--- src/rtl/core/size_budget_batch_selector_core_defines.svh ---
`ifndef SIZE_BUDGET_BATCH_SELECTOR_CORE_DEFINES_SVH
`define SIZE_BUDGET_BATCH_SELECTOR_CORE_DEFINES_SVH

// same-cycle implication, sampled on clk, off during reset
`define SBBS_ASSERT_NOW(name, pre, post) \
    name: assert property (@(posedge clk) disable iff (!rst_n) (pre) |-> (post)) \
        else $error("sbbs assertion failed");

// next-cycle implication, sampled on clk, off during reset
`define SBBS_ASSERT_NEXT(name, pre, post) \
    name: assert property (@(posedge clk) disable iff (!rst_n) (pre) |=> (post)) \
        else $error("sbbs assertion failed");

`endif

--- src/rtl/core/sbbs_pkg.sv ---
`timescale 1ns / 1ps
`default_nettype none

package sbbs_pkg;

    localparam int SIZE_W = 40;
    localparam int SUM_W  = 46;
    localparam int NF_W   = 6;
    localparam int FIDX_W = 5;

    localparam logic [SUM_W-1:0] SUM_MAX = '1;

    localparam logic [1:0] ACT_LOAD     = 2'd0;
    localparam logic [1:0] ACT_NEXT     = 2'd1;
    localparam logic [1:0] ACT_COMPLETE = 2'd2;

    localparam logic CFG_BUDGET    = 1'b0;
    localparam logic CFG_NUM_FILES = 1'b1;

    typedef struct packed {
        logic [1:0]        action;
        logic [FIDX_W-1:0] entry_idx;
        logic [SIZE_W-1:0] entry_size;
        logic              wanted;
    } sbbs_in_t;

    typedef struct packed {
        logic [FIDX_W-1:0] selected_index;
        logic              selected_valid;
        logic              last;
        logic              all_done;
    } sbbs_out_t;

    typedef enum logic [1:0] {
        ST_IDLE,
        ST_SUM,
        ST_WALK,
        ST_FINISH
    } sbbs_state_t;

    function automatic logic [SUM_W-1:0] sat_add(
        input logic [SUM_W-1:0]  a,
        input logic [SIZE_W-1:0] b
    );
        logic [SUM_W:0] s;
        s = {1'b0, a} + {{(SUM_W + 1 - SIZE_W){1'b0}}, b};
        return s[SUM_W] ? SUM_MAX : s[SUM_W-1:0];
    endfunction

endpackage

`default_nettype wire

--- src/rtl/core/size_budget_batch_selector_core.sv ---
// channel   dir  handshake             payload
// req       in   req_valid/req_stall   req_data  (action, entry_idx, entry_size, wanted)
// rsp       out  rsp_valid/rsp_stall   rsp_data  (selected_index, selected_valid, last, all_done)
// apb       in   psel/penable/pready   paddr, pwdata, prdata (budget at 0x0, num_files at 0x8)
//
// load, complete and unused actions: the transaction moves to the finish state, whose result is
//   registered once the output register is free; the next transaction is taken back in idle
// next batch: a sum pass then an admit walk over the n entries in use, then finish; one size
//   memory read port and one saturating adder/comparator visit one entry per cycle, except while
//   the admit walk is held, once to sum and once to admit
// req_stall stays high from acceptance until the final result enters the output register
// the admit walk pauses while an admitted result waits on a stalled output register
// reset clears flags, config and control; the size memory is not cleared
`timescale 1ns / 1ps
`default_nettype none
`include "size_budget_batch_selector_core_defines.svh"

module size_budget_batch_selector_core
    import sbbs_pkg::*;
#(
    parameter int MAX_FILES = 32
)
(
    input  wire logic        clk,
    input  wire logic        rst_n,
    input  wire logic        req_valid,
    output      logic        req_stall,
    input  wire sbbs_in_t    req_data,
    output      logic        rsp_valid,
    input  wire logic        rsp_stall,
    output      sbbs_out_t   rsp_data,
    input  wire logic        psel,
    input  wire logic        penable,
    input  wire logic        pwrite,
    input  wire logic [3:0]  paddr,
    input  wire logic [63:0] pwdata,
    output      logic [63:0] prdata,
    output      logic        pready
);

    localparam int IW = (MAX_FILES > 1) ? $clog2(MAX_FILES) : 1;
    localparam int CW = $clog2(MAX_FILES + 1);
    localparam logic [6:0] MAXF = 7'(MAX_FILES);

    // config registers
    logic [SUM_W-1:0] budget_reg;
    logic [NF_W-1:0]  num_files_reg;

    assign pready = 1'b1;

    always_ff @(posedge clk or negedge rst_n)
    begin
        if (!rst_n)
        begin
            budget_reg    <= SUM_MAX;
            num_files_reg <= '0;
        end
        else if (psel && penable && pwrite)
        begin
            unique case (paddr[3])
                CFG_BUDGET:    budget_reg    <= pwdata[SUM_W-1:0];
                CFG_NUM_FILES: num_files_reg <= pwdata[NF_W-1:0];
                default:       budget_reg    <= budget_reg;
            endcase
        end
    end

    always_comb
    begin
        unique case (paddr[3])
            CFG_BUDGET:    prdata = 64'(budget_reg);
            CFG_NUM_FILES: prdata = 64'(num_files_reg);
            default:       prdata = '0;
        endcase
    end

    // control and flag state
    sbbs_state_t          state_reg, state_next;
    logic [MAX_FILES-1:0] wanted_reg, wanted_next;
    logic [MAX_FILES-1:0] busy_reg, busy_next;
    logic [MAX_FILES-1:0] done_reg, done_next;
    logic [CW-1:0]        cnt_reg, cnt_next;
    logic                 rvalid_reg, rvalid_next;
    logic [IW-1:0]        ridx_reg, ridx_next;
    logic [SUM_W-1:0]     total_reg, total_next;
    logic                 pend_valid_reg, pend_valid_next;
    logic [IW-1:0]        pend_idx_reg, pend_idx_next;
    logic                 first_valid_reg, first_valid_next;
    logic [IW-1:0]        first_idx_reg, first_idx_next;
    logic                 out_valid_reg, out_valid_next;
    sbbs_out_t            out_data_reg, out_data_next;

    logic [CW-1:0]        n_use;
    logic [MAX_FILES-1:0] open_vec;
    logic                 all_done;
    logic                 idx_ok;
    logic [IW-1:0]        wr_addr;
    logic                 mem_wr_en;
    logic                 rd_en;
    logic [SIZE_W-1:0]    rdata;
    logic [SUM_W-1:0]     cand;
    logic                 ent_w, ent_b, ent_d;
    logic                 fits;
    logic                 admit;
    logic                 issue_ok;
    logic                 scan_end;
    logic                 out_free;
    logic                 hold;
    logic                 out_push;

    always_comb
    begin
        if ({1'b0, num_files_reg} >= MAXF)
        begin
            n_use = CW'(MAX_FILES);
        end
        else
        begin
            n_use = CW'(num_files_reg);
        end
    end

    always_comb
    begin
        for (int i = 0; i < MAX_FILES; i++)
        begin
            open_vec[i] = wanted_reg[i] & ~done_reg[i] & (CW'(i) < n_use);
        end
        all_done = ~|open_vec;
    end

    assign idx_ok  = {2'b00, req_data.entry_idx} < MAXF;
    assign wr_addr = IW'(req_data.entry_idx);

    sbbs_size_mem #(
        .DEPTH (MAX_FILES),
        .AW    (IW)
    ) u_size_mem (
        .clk     (clk),
        .wr_en   (mem_wr_en),
        .wr_addr (wr_addr),
        .wr_data (req_data.entry_size),
        .rd_en   (rd_en),
        .rd_addr (cnt_reg[IW-1:0]),
        .rd_data (rdata)
    );

    // shared saturating adder and budget compare
    assign cand     = sat_add(total_reg, rdata);
    assign fits     = cand <= budget_reg;
    assign ent_w    = wanted_reg[ridx_reg];
    assign ent_b    = busy_reg[ridx_reg];
    assign ent_d    = done_reg[ridx_reg];
    assign admit    = (state_reg == ST_WALK) && rvalid_reg && ent_w && !ent_d && !ent_b && fits;
    assign out_free = !out_valid_reg || !rsp_stall;
    assign hold     = admit && pend_valid_reg && !out_free;
    assign issue_ok = cnt_reg < n_use;
    assign scan_end = !issue_ok && !rvalid_reg;
    assign rd_en    = ((state_reg == ST_SUM) || (state_reg == ST_WALK)) && !hold && issue_ok;

    always_comb
    begin
        state_next       = state_reg;
        wanted_next      = wanted_reg;
        busy_next        = busy_reg;
        done_next        = done_reg;
        cnt_next         = cnt_reg;
        rvalid_next      = rvalid_reg;
        ridx_next        = ridx_reg;
        total_next       = total_reg;
        pend_valid_next  = pend_valid_reg;
        pend_idx_next    = pend_idx_reg;
        first_valid_next = first_valid_reg;
        first_idx_next   = first_idx_reg;
        out_data_next    = out_data_reg;
        out_push         = 1'b0;
        mem_wr_en        = 1'b0;
        req_stall        = (state_reg != ST_IDLE);

        unique case (state_reg)
            ST_IDLE:
            begin
                if (req_valid)
                begin
                    pend_valid_next  = 1'b0;
                    first_valid_next = 1'b0;
                    total_next       = '0;
                    cnt_next         = '0;
                    rvalid_next      = 1'b0;
                    state_next       = ST_FINISH;
                    priority if (req_data.action == ACT_LOAD)
                    begin
                        if (idx_ok)
                        begin
                            mem_wr_en            = 1'b1;
                            wanted_next[wr_addr] = req_data.wanted;
                        end
                    end
                    else if (req_data.action == ACT_COMPLETE)
                    begin
                        if (idx_ok)
                        begin
                            busy_next[wr_addr] = 1'b0;
                            done_next[wr_addr] = 1'b1;
                        end
                    end
                    else if (req_data.action == ACT_NEXT)
                    begin
                        state_next = ST_SUM;
                    end
                    else
                    begin
                        // unused action: status result only
                        state_next = ST_FINISH;
                    end
                end
            end
            ST_SUM, ST_WALK:
            begin
                if (!hold)
                begin
                    if (issue_ok)
                    begin
                        cnt_next    = cnt_reg + 1'b1;
                        rvalid_next = 1'b1;
                        ridx_next   = cnt_reg[IW-1:0];
                    end
                    else
                    begin
                        rvalid_next = 1'b0;
                    end
                    if (rvalid_reg)
                    begin
                        if (state_reg == ST_SUM)
                        begin
                            if (ent_w && !ent_d && ent_b)
                            begin
                                total_next = cand;
                            end
                        end
                        else if (ent_w && !ent_d && !ent_b)
                        begin
                            if (!first_valid_reg)
                            begin
                                first_valid_next = 1'b1;
                                first_idx_next   = ridx_reg;
                            end
                            if (fits)
                            begin
                                busy_next[ridx_reg] = 1'b1;
                                total_next          = cand;
                                pend_valid_next     = 1'b1;
                                pend_idx_next       = ridx_reg;
                                if (pend_valid_reg)
                                begin
                                    out_push      = 1'b1;
                                    out_data_next = '{
                                        selected_index: FIDX_W'(pend_idx_reg),
                                        selected_valid: 1'b1,
                                        last:           1'b0,
                                        all_done:       all_done
                                    };
                                end
                            end
                        end
                    end
                    if (scan_end)
                    begin
                        if (state_reg == ST_SUM)
                        begin
                            cnt_next   = '0;
                            state_next = ST_WALK;
                        end
                        else
                        begin
                            state_next = ST_FINISH;
                        end
                    end
                end
            end
            ST_FINISH:
            begin
                if (out_free)
                begin
                    out_push   = 1'b1;
                    state_next = ST_IDLE;
                    priority if (pend_valid_reg)
                    begin
                        out_data_next = '{
                            selected_index: FIDX_W'(pend_idx_reg),
                            selected_valid: 1'b1,
                            last:           1'b1,
                            all_done:       all_done
                        };
                    end
                    else if ((total_reg == '0) && first_valid_reg)
                    begin
                        // nothing fit on an empty batch: force the first candidate in
                        busy_next[first_idx_reg] = 1'b1;
                        out_data_next = '{
                            selected_index: FIDX_W'(first_idx_reg),
                            selected_valid: 1'b1,
                            last:           1'b1,
                            all_done:       all_done
                        };
                    end
                    else
                    begin
                        out_data_next = '{
                            selected_index: '0,
                            selected_valid: 1'b0,
                            last:           1'b1,
                            all_done:       all_done
                        };
                    end
                end
            end
            default:
            begin
                state_next = ST_IDLE;
            end
        endcase
    end

    assign out_valid_next = out_push || (out_valid_reg && rsp_stall);

    always_ff @(posedge clk or negedge rst_n)
    begin
        if (!rst_n)
        begin
            state_reg       <= ST_IDLE;
            wanted_reg      <= '0;
            busy_reg        <= '0;
            done_reg        <= '0;
            cnt_reg         <= '0;
            rvalid_reg      <= 1'b0;
            pend_valid_reg  <= 1'b0;
            first_valid_reg <= 1'b0;
            out_valid_reg   <= 1'b0;
        end
        else
        begin
            state_reg       <= state_next;
            wanted_reg      <= wanted_next;
            busy_reg        <= busy_next;
            done_reg        <= done_next;
            cnt_reg         <= cnt_next;
            rvalid_reg      <= rvalid_next;
            pend_valid_reg  <= pend_valid_next;
            first_valid_reg <= first_valid_next;
            out_valid_reg   <= out_valid_next;
        end
    end

    always_ff @(posedge clk)
    begin
        ridx_reg      <= ridx_next;
        total_reg     <= total_next;
        pend_idx_reg  <= pend_idx_next;
        first_idx_reg <= first_idx_next;
        out_data_reg  <= out_data_next;
    end

    assign rsp_valid = out_valid_reg;
    assign rsp_data  = out_data_reg;

    // an entry is never both in progress and completed
    `SBBS_ASSERT_NOW(a_busy_done_excl, 1'b1, ((busy_reg & done_reg) == '0))
    // a held admission always names an entry in use while a batch runs
    `SBBS_ASSERT_NOW(a_pend_in_range, (pend_valid_reg && (state_reg != ST_IDLE)), (CW'(pend_idx_reg) < n_use))
    // the sum pass never produces a result
    `SBBS_ASSERT_NOW(a_sum_silent, (state_reg == ST_SUM), !out_push)
    // once the output is free, the final result leaves finish for idle in the next cycle
    `SBBS_ASSERT_NEXT(a_finish_exit, ((state_reg == ST_FINISH) && out_free), (state_reg == ST_IDLE))

endmodule

`default_nettype wire

--- src/rtl/core/sbbs_size_mem.sv ---
`timescale 1ns / 1ps
`default_nettype none

module sbbs_size_mem
    import sbbs_pkg::*;
#(
    parameter int DEPTH = 32,
    parameter int AW    = 5
)
(
    input  wire logic              clk,
    input  wire logic              wr_en,
    input  wire logic [AW-1:0]     wr_addr,
    input  wire logic [SIZE_W-1:0] wr_data,
    input  wire logic              rd_en,
    input  wire logic [AW-1:0]     rd_addr,
    output      logic [SIZE_W-1:0] rd_data
);

    logic [SIZE_W-1:0] mem [DEPTH];
    logic [SIZE_W-1:0] rd_data_reg;

    always_ff @(posedge clk)
    begin
        if (wr_en)
        begin
            mem[wr_addr] <= wr_data;
        end
        if (rd_en)
        begin
            rd_data_reg <= mem[rd_addr];
        end
    end

    assign rd_data = rd_data_reg;

endmodule

`default_nettype wire
--- config.mk ---
export PLATFORM = sky130hd
export DESIGN_NAME = size_budget_batch_selector_core
export DESIGN_NICKNAME = d
export VERILOG_FILES = /design/src/rtl/core/sbbs_pkg.sv /design/src/rtl/core/size_budget_batch_selector_core.sv /design/src/rtl/core/sbbs_size_mem.sv
export VERILOG_INCLUDE_DIRS = /design/src /design/src/rtl/core
export SDC_FILE = /design/constraint.sdc
export NUM_CORES = 2
export LEC_CHECK = 0
export BUFFER_PORTS_ARGS = -buffer_cell sky130_fd_sc_hd__buf_2
export CORE_ASPECT_RATIO = 0.75
export CORE_MARGIN = 2
export CORE_UTILIZATION = 40
export DETAILED_ROUTE_END_ITERATION = 6
export PLACE_DENSITY = 0.62
export SETUP_SLACK_MARGIN = 0.02
export SYNTH_ARGS = -nofsm -noshare
export SYNTH_HDL_FRONTEND = slang
export SYNTH_SLANG_ARGS = --single-unit
--- constraint.sdc ---
create_clock -name clk -period 7.5 [get_ports clk]
set_input_delay 1.5 -clock clk [delete_from_list [all_inputs] [get_ports clk]]
set_output_delay 1.5 -clock clk [all_outputs]
set_load 0.005 [all_outputs]
==> summary.md <==
The flow ran to the end, and the final reports show no timing, DRC or antenna violations. After synthesis, the share of cell area in mux cells is 16.8%. The leakage power figure was 0.0241 uW; the number of global-route vias before repair was 33645. For the worst-skew pair, the clock arrives at the later sink with an insertion delay of 780 ps. Cell area after synthesis: 0.0651 mm2. The launching instance or port of the critical path was u_size_mem.rd_data[0]$_DFFE_PP_. The number of vias per cell after detailed routing was 5.79.

The final net count is 3929, and the relative area change from synthesis to final layout is 12.7%. The number of buffers between clock root and the deepest sink was 3. Pin placement for this block handled 198 I/O pins.

For the data required time at the worst endpoint, the log shows 7970 ps. The floorplan has 128 rows. Clock skew on the completed layout was measured at 34.0 ps. OpenSTA, run right after detailed placement, puts the worst setup slack at 938 ps.

After global routing the overflow that remains totals 0. Cell area after layout: 0.0733 mm2. The biggest area consumer among synthesized cells is edfxtp_1. The number of cells upsized or downsized after cts came out at 0. In this run the cell area measured after placement is 0.0686 mm2. The violation count after the first detailed-route iteration is 4086, and the arrival time of data at the critical path endpoint is 7240 ps. In this run, post-CTS hold repair placed 0 buffers. CTS buffer count: 145. The clock sink count was 1549.

Wire segments on met3 add up to 15.6 mm in the final route. After Yosys synthesis, and, or, nand and nor cells account for 4.55% of the synthesized area. Number of cells traversed by the worst register-to-register path: 23.

The total power consumption of the routed design is 26400 uW. After synthesis the netlist holds a flip-flop and latch count of 1549. The number of maximum-capacitance constraint violations was 0.

After synthesis, the largest family of logic cells by area is multiplexers. VDD sags by at most 0.249 mV. In this design, the critical path's most frequently occurring cell is nor2_1. In the final routed layout, each cell accounts on average for 27.7 um. The adder-cell share of the synthesized area is 1.88%. In the final routing, the length of wire on met1 measures 73.8 mm. After detailed routing, the total wire length is 165 mm.

The post-synthesis share of cell area spent on xor and xnor gates was 0.404%; the sequential element share of the synthesized area was 70.3%. The floorplan step defined a core boundary enclosing 0.162 mm2. From left edge to right edge, the die measures 470 um. For the number of H-tree levels, the log shows 4.

By count the netlist is led by 1389 x edfxtp_1, 400 x mux4_2, 149 x nand2_1. The run gives 486 ps as the final hold slack. Sorting the synthesized cells by area gives the leading types as edfxtp_1 64%, mux4_2 14%, dfrtp_1 4.4%, mux2_2 2.2%, dfstp_2 1.9%. The routed layout has 34622 vias. The uppermost signal routing layer after detailed routing was met5. For this run, the top clock speed supported by timing is 148 MHz.

The delay of the slowest critical-path stage was 750 ps; the cell depth of the worst hold path was 1. For this configuration, the core starts out at a cell density of 40.2%. In the synthesized netlist, the number of instances is 3520. The clock root buffer master was clkbuf_16. The maximum fanout along the worst path was 10. The top cell type by area accounts for 64.1% of the synthesized area. The routed length on met2 came out at 72.3 mm. The synthesized-area fraction occupied by ao, oa, aoi and oai cells was 4.16%.

Setup violations remaining at the end of the flow were counted as 0. Yosys mapped the design onto 78 distinct sky130hd cell types. The fraction of synthesis flops using an asynchronous set or reset pin works out to 10.3%. For this run, design rule violations remaining after detail routing come to 0. The register with the most flip-flops in the layout has 1280 of them. The tools report the initial antenna violation count as 16. Setup repair after global routing left no endpoint under its margin. The port buffer count was 157; the number of enable flip-flop cells after synthesis was 1389. Among all flip-flop cells after synthesis, the most frequent one is edfxtp_1. The kind of capture point of the worst setup path was a flop. After layout, the minimum clock period comes to 6770 ps.

Walking the worst path, the cells encountered are ha_1, inv_1, fa_1, nor2b_1, o31a_1, o211ai_1, a31oi_1, o311ai_1, a31o_2, nor2_1, nor2_1, nor2_1, ha_1, nand4_1, nor4_1, nand4_1, and2_1, a22oi_1, and3_1, and2_1, nand3_1, a21oi_1, buf_4. The worst setup path is launched from a flop. Once routing completed, OpenROAD measured the worst setup slack at 734 ps. The floorplan step defined a die boundary enclosing 0.166 mm2. TritonCTS built the clock tree.

Global-route wire length before repair: 239 mm. The HPWL after detailed placement is 93.9 mm. Setup total negative slack: 0 ps. The setup path with the least slack is of type flop to flop.

The tightest min-delay check is of the flop to flop type. For the number of slew-limit violations in the final report, the log shows 0. The count of nets left with antenna violations once routing finished came out at 0.

Share of final-layout standard cells stronger than drive strength 1: 28.0%. The hold violation count in the final report is 0. Cell with the largest stage delay on the worst path: nor2_1. The post-CTS clock slew at the launch and capture registers of the worst setup and hold paths came out at 60 ps. By instance count, the leading cell after synthesis is edfxtp_1. The number of detailed-route iterations in the first pass was 5.

At the end of routability-driven placement, the weighted congestion stood at 0.857. Of the available clock period, the critical path in the final layout requires 90.2%. Power spread over the standard cell area amounts to 360 mW/mm2. The tools report the total of warnings raised by yosys as 0. The die boundary height was 353 um. After synthesis, the mean cell area works out to 18.5 um2.

The worst register-to-register path begins at u_size_mem.rd_data[0]$_DFFE_PP_. The count of buffers added by post-CTS timing repair for setup was 0. For the pin with the worst max-slew slack, the measured transition is 1230 ps. The worst hold path begins at busy_reg[10]$_DFFE_PN0P_.

The global-route usage over all layers was 19.7%; the maximum number of pins on one net before global-route repair was 118. In this run the tightest slew margin relative to its limit is 17.6%.
logic make-up (layout without fill, tap and decap cells):
kind of cell               count (synthesis)  in the layout
DFF                                     1549           1549
and+or+nand+nor                          584            584
muxes                                    577            577
AOI/OAI and AO/OA                        401            401
buffers and inverters                    280            574
adders and majority gates                 97             97
xor gates and xnor gates                  30             30
other                                      2             22
power breakdown:
group | switching, uW | internal [uW]
clock network | 3270 | 4030
logic | 4760 | 3570
registers | 536 | 10200
total | 8570 | 17800
layout by cell type, fill, tap and decap left out, types with 21 or more instances in the layout:
master     instances
nand2b_1          21
dfstp_2           46
clkinv_2          25
a21o_1            36
dfrtp_1          109
nand2_1          149
clkinv_1          35
clkbuf_16        149
buf_4             61
edfxtp_1        1389
a21oi_1           92
inv_1             75
mux2_2           128
o21bai_1          34
clkbuf_1          30
nand3_1           47
nor2_1           114
nor3_1            25
o21ai_0           59
o2bb2ai_1         32
mux2i_1           49
buf_2            156
nand4_1           39
mux4_2           400
ha_1              96
and2_1            35
nor2_4            24
o22ai_1           27
worst max-delay path: cells and delay by family (launching register included):
kind | cells | cell delay [ps]
AND/OR/NAND/NOR | 11 | 2990
AO/OA/AOI/OAI | 7 | 1970
buffers and inverters | 2 | 250
flip-flops | 1 | 430
adder cells (fa/ha/maj) | 3 | 800
path summary, 6_finish.rpt:
| check | endpoint | slack [ps] |
|---|---|---|
| worst max register to register | rsp_data[1]$_SDFFCE_PN0P_ | 730 |
| worst max-delay path | rsp_data[1]$_SDFFCE_PN0P_ | 730 |
| worst min register to register | busy_reg[10]$_DFFE_PN0P_ | 490 |
| min in group asynchronous | busy_reg[3]$_DFFE_PN0P_ | 800 |
| worst min-delay path | busy_reg[10]$_DFFE_PN0P_ | 490 |
| max in group asynchronous | wanted_reg[9]$_DFFE_PN0P_ | 5250 |
per-stage QoR:
| step | util [%] | std cells |
|---|---|---|
| 6_report | 45.3 | 5979 |
| 4_1_cts | 45.3 | 5976 |
| 5_1_grt | 45.3 | 5977 |
| 2_1_floorplan | - | 3537 |
| 3_3_place_gp | 42.4 | 5707 |
| 3_5_place_dp | 42.4 | 5707 |
area by class of cell:
| class | instances | area, um2 |
|---|---|---|
| multi-input combinational | 1708 | 18400 |
| sequential | 1549 | 45800 |
| antenna | 3 | 7.51 |
| timing repair buffer | 228 | 1450 |
| clock inverter | 83 | 778 |
| inverter | 77 | 289 |
| tap | 2145 | 2680 |
| fill | 13740 | 88600 |
| clock buffer | 186 | 3940 |
routing by layer:
layer  global-route usage [%]  vias to the layer above
li1                         -                    14650
met1                     29.7                    18132
met2                     28.6                     1595
met3                     4.84                      237
met4                     5.00                        8
met5                        0                        -
(Power assumes the default switching activity.)
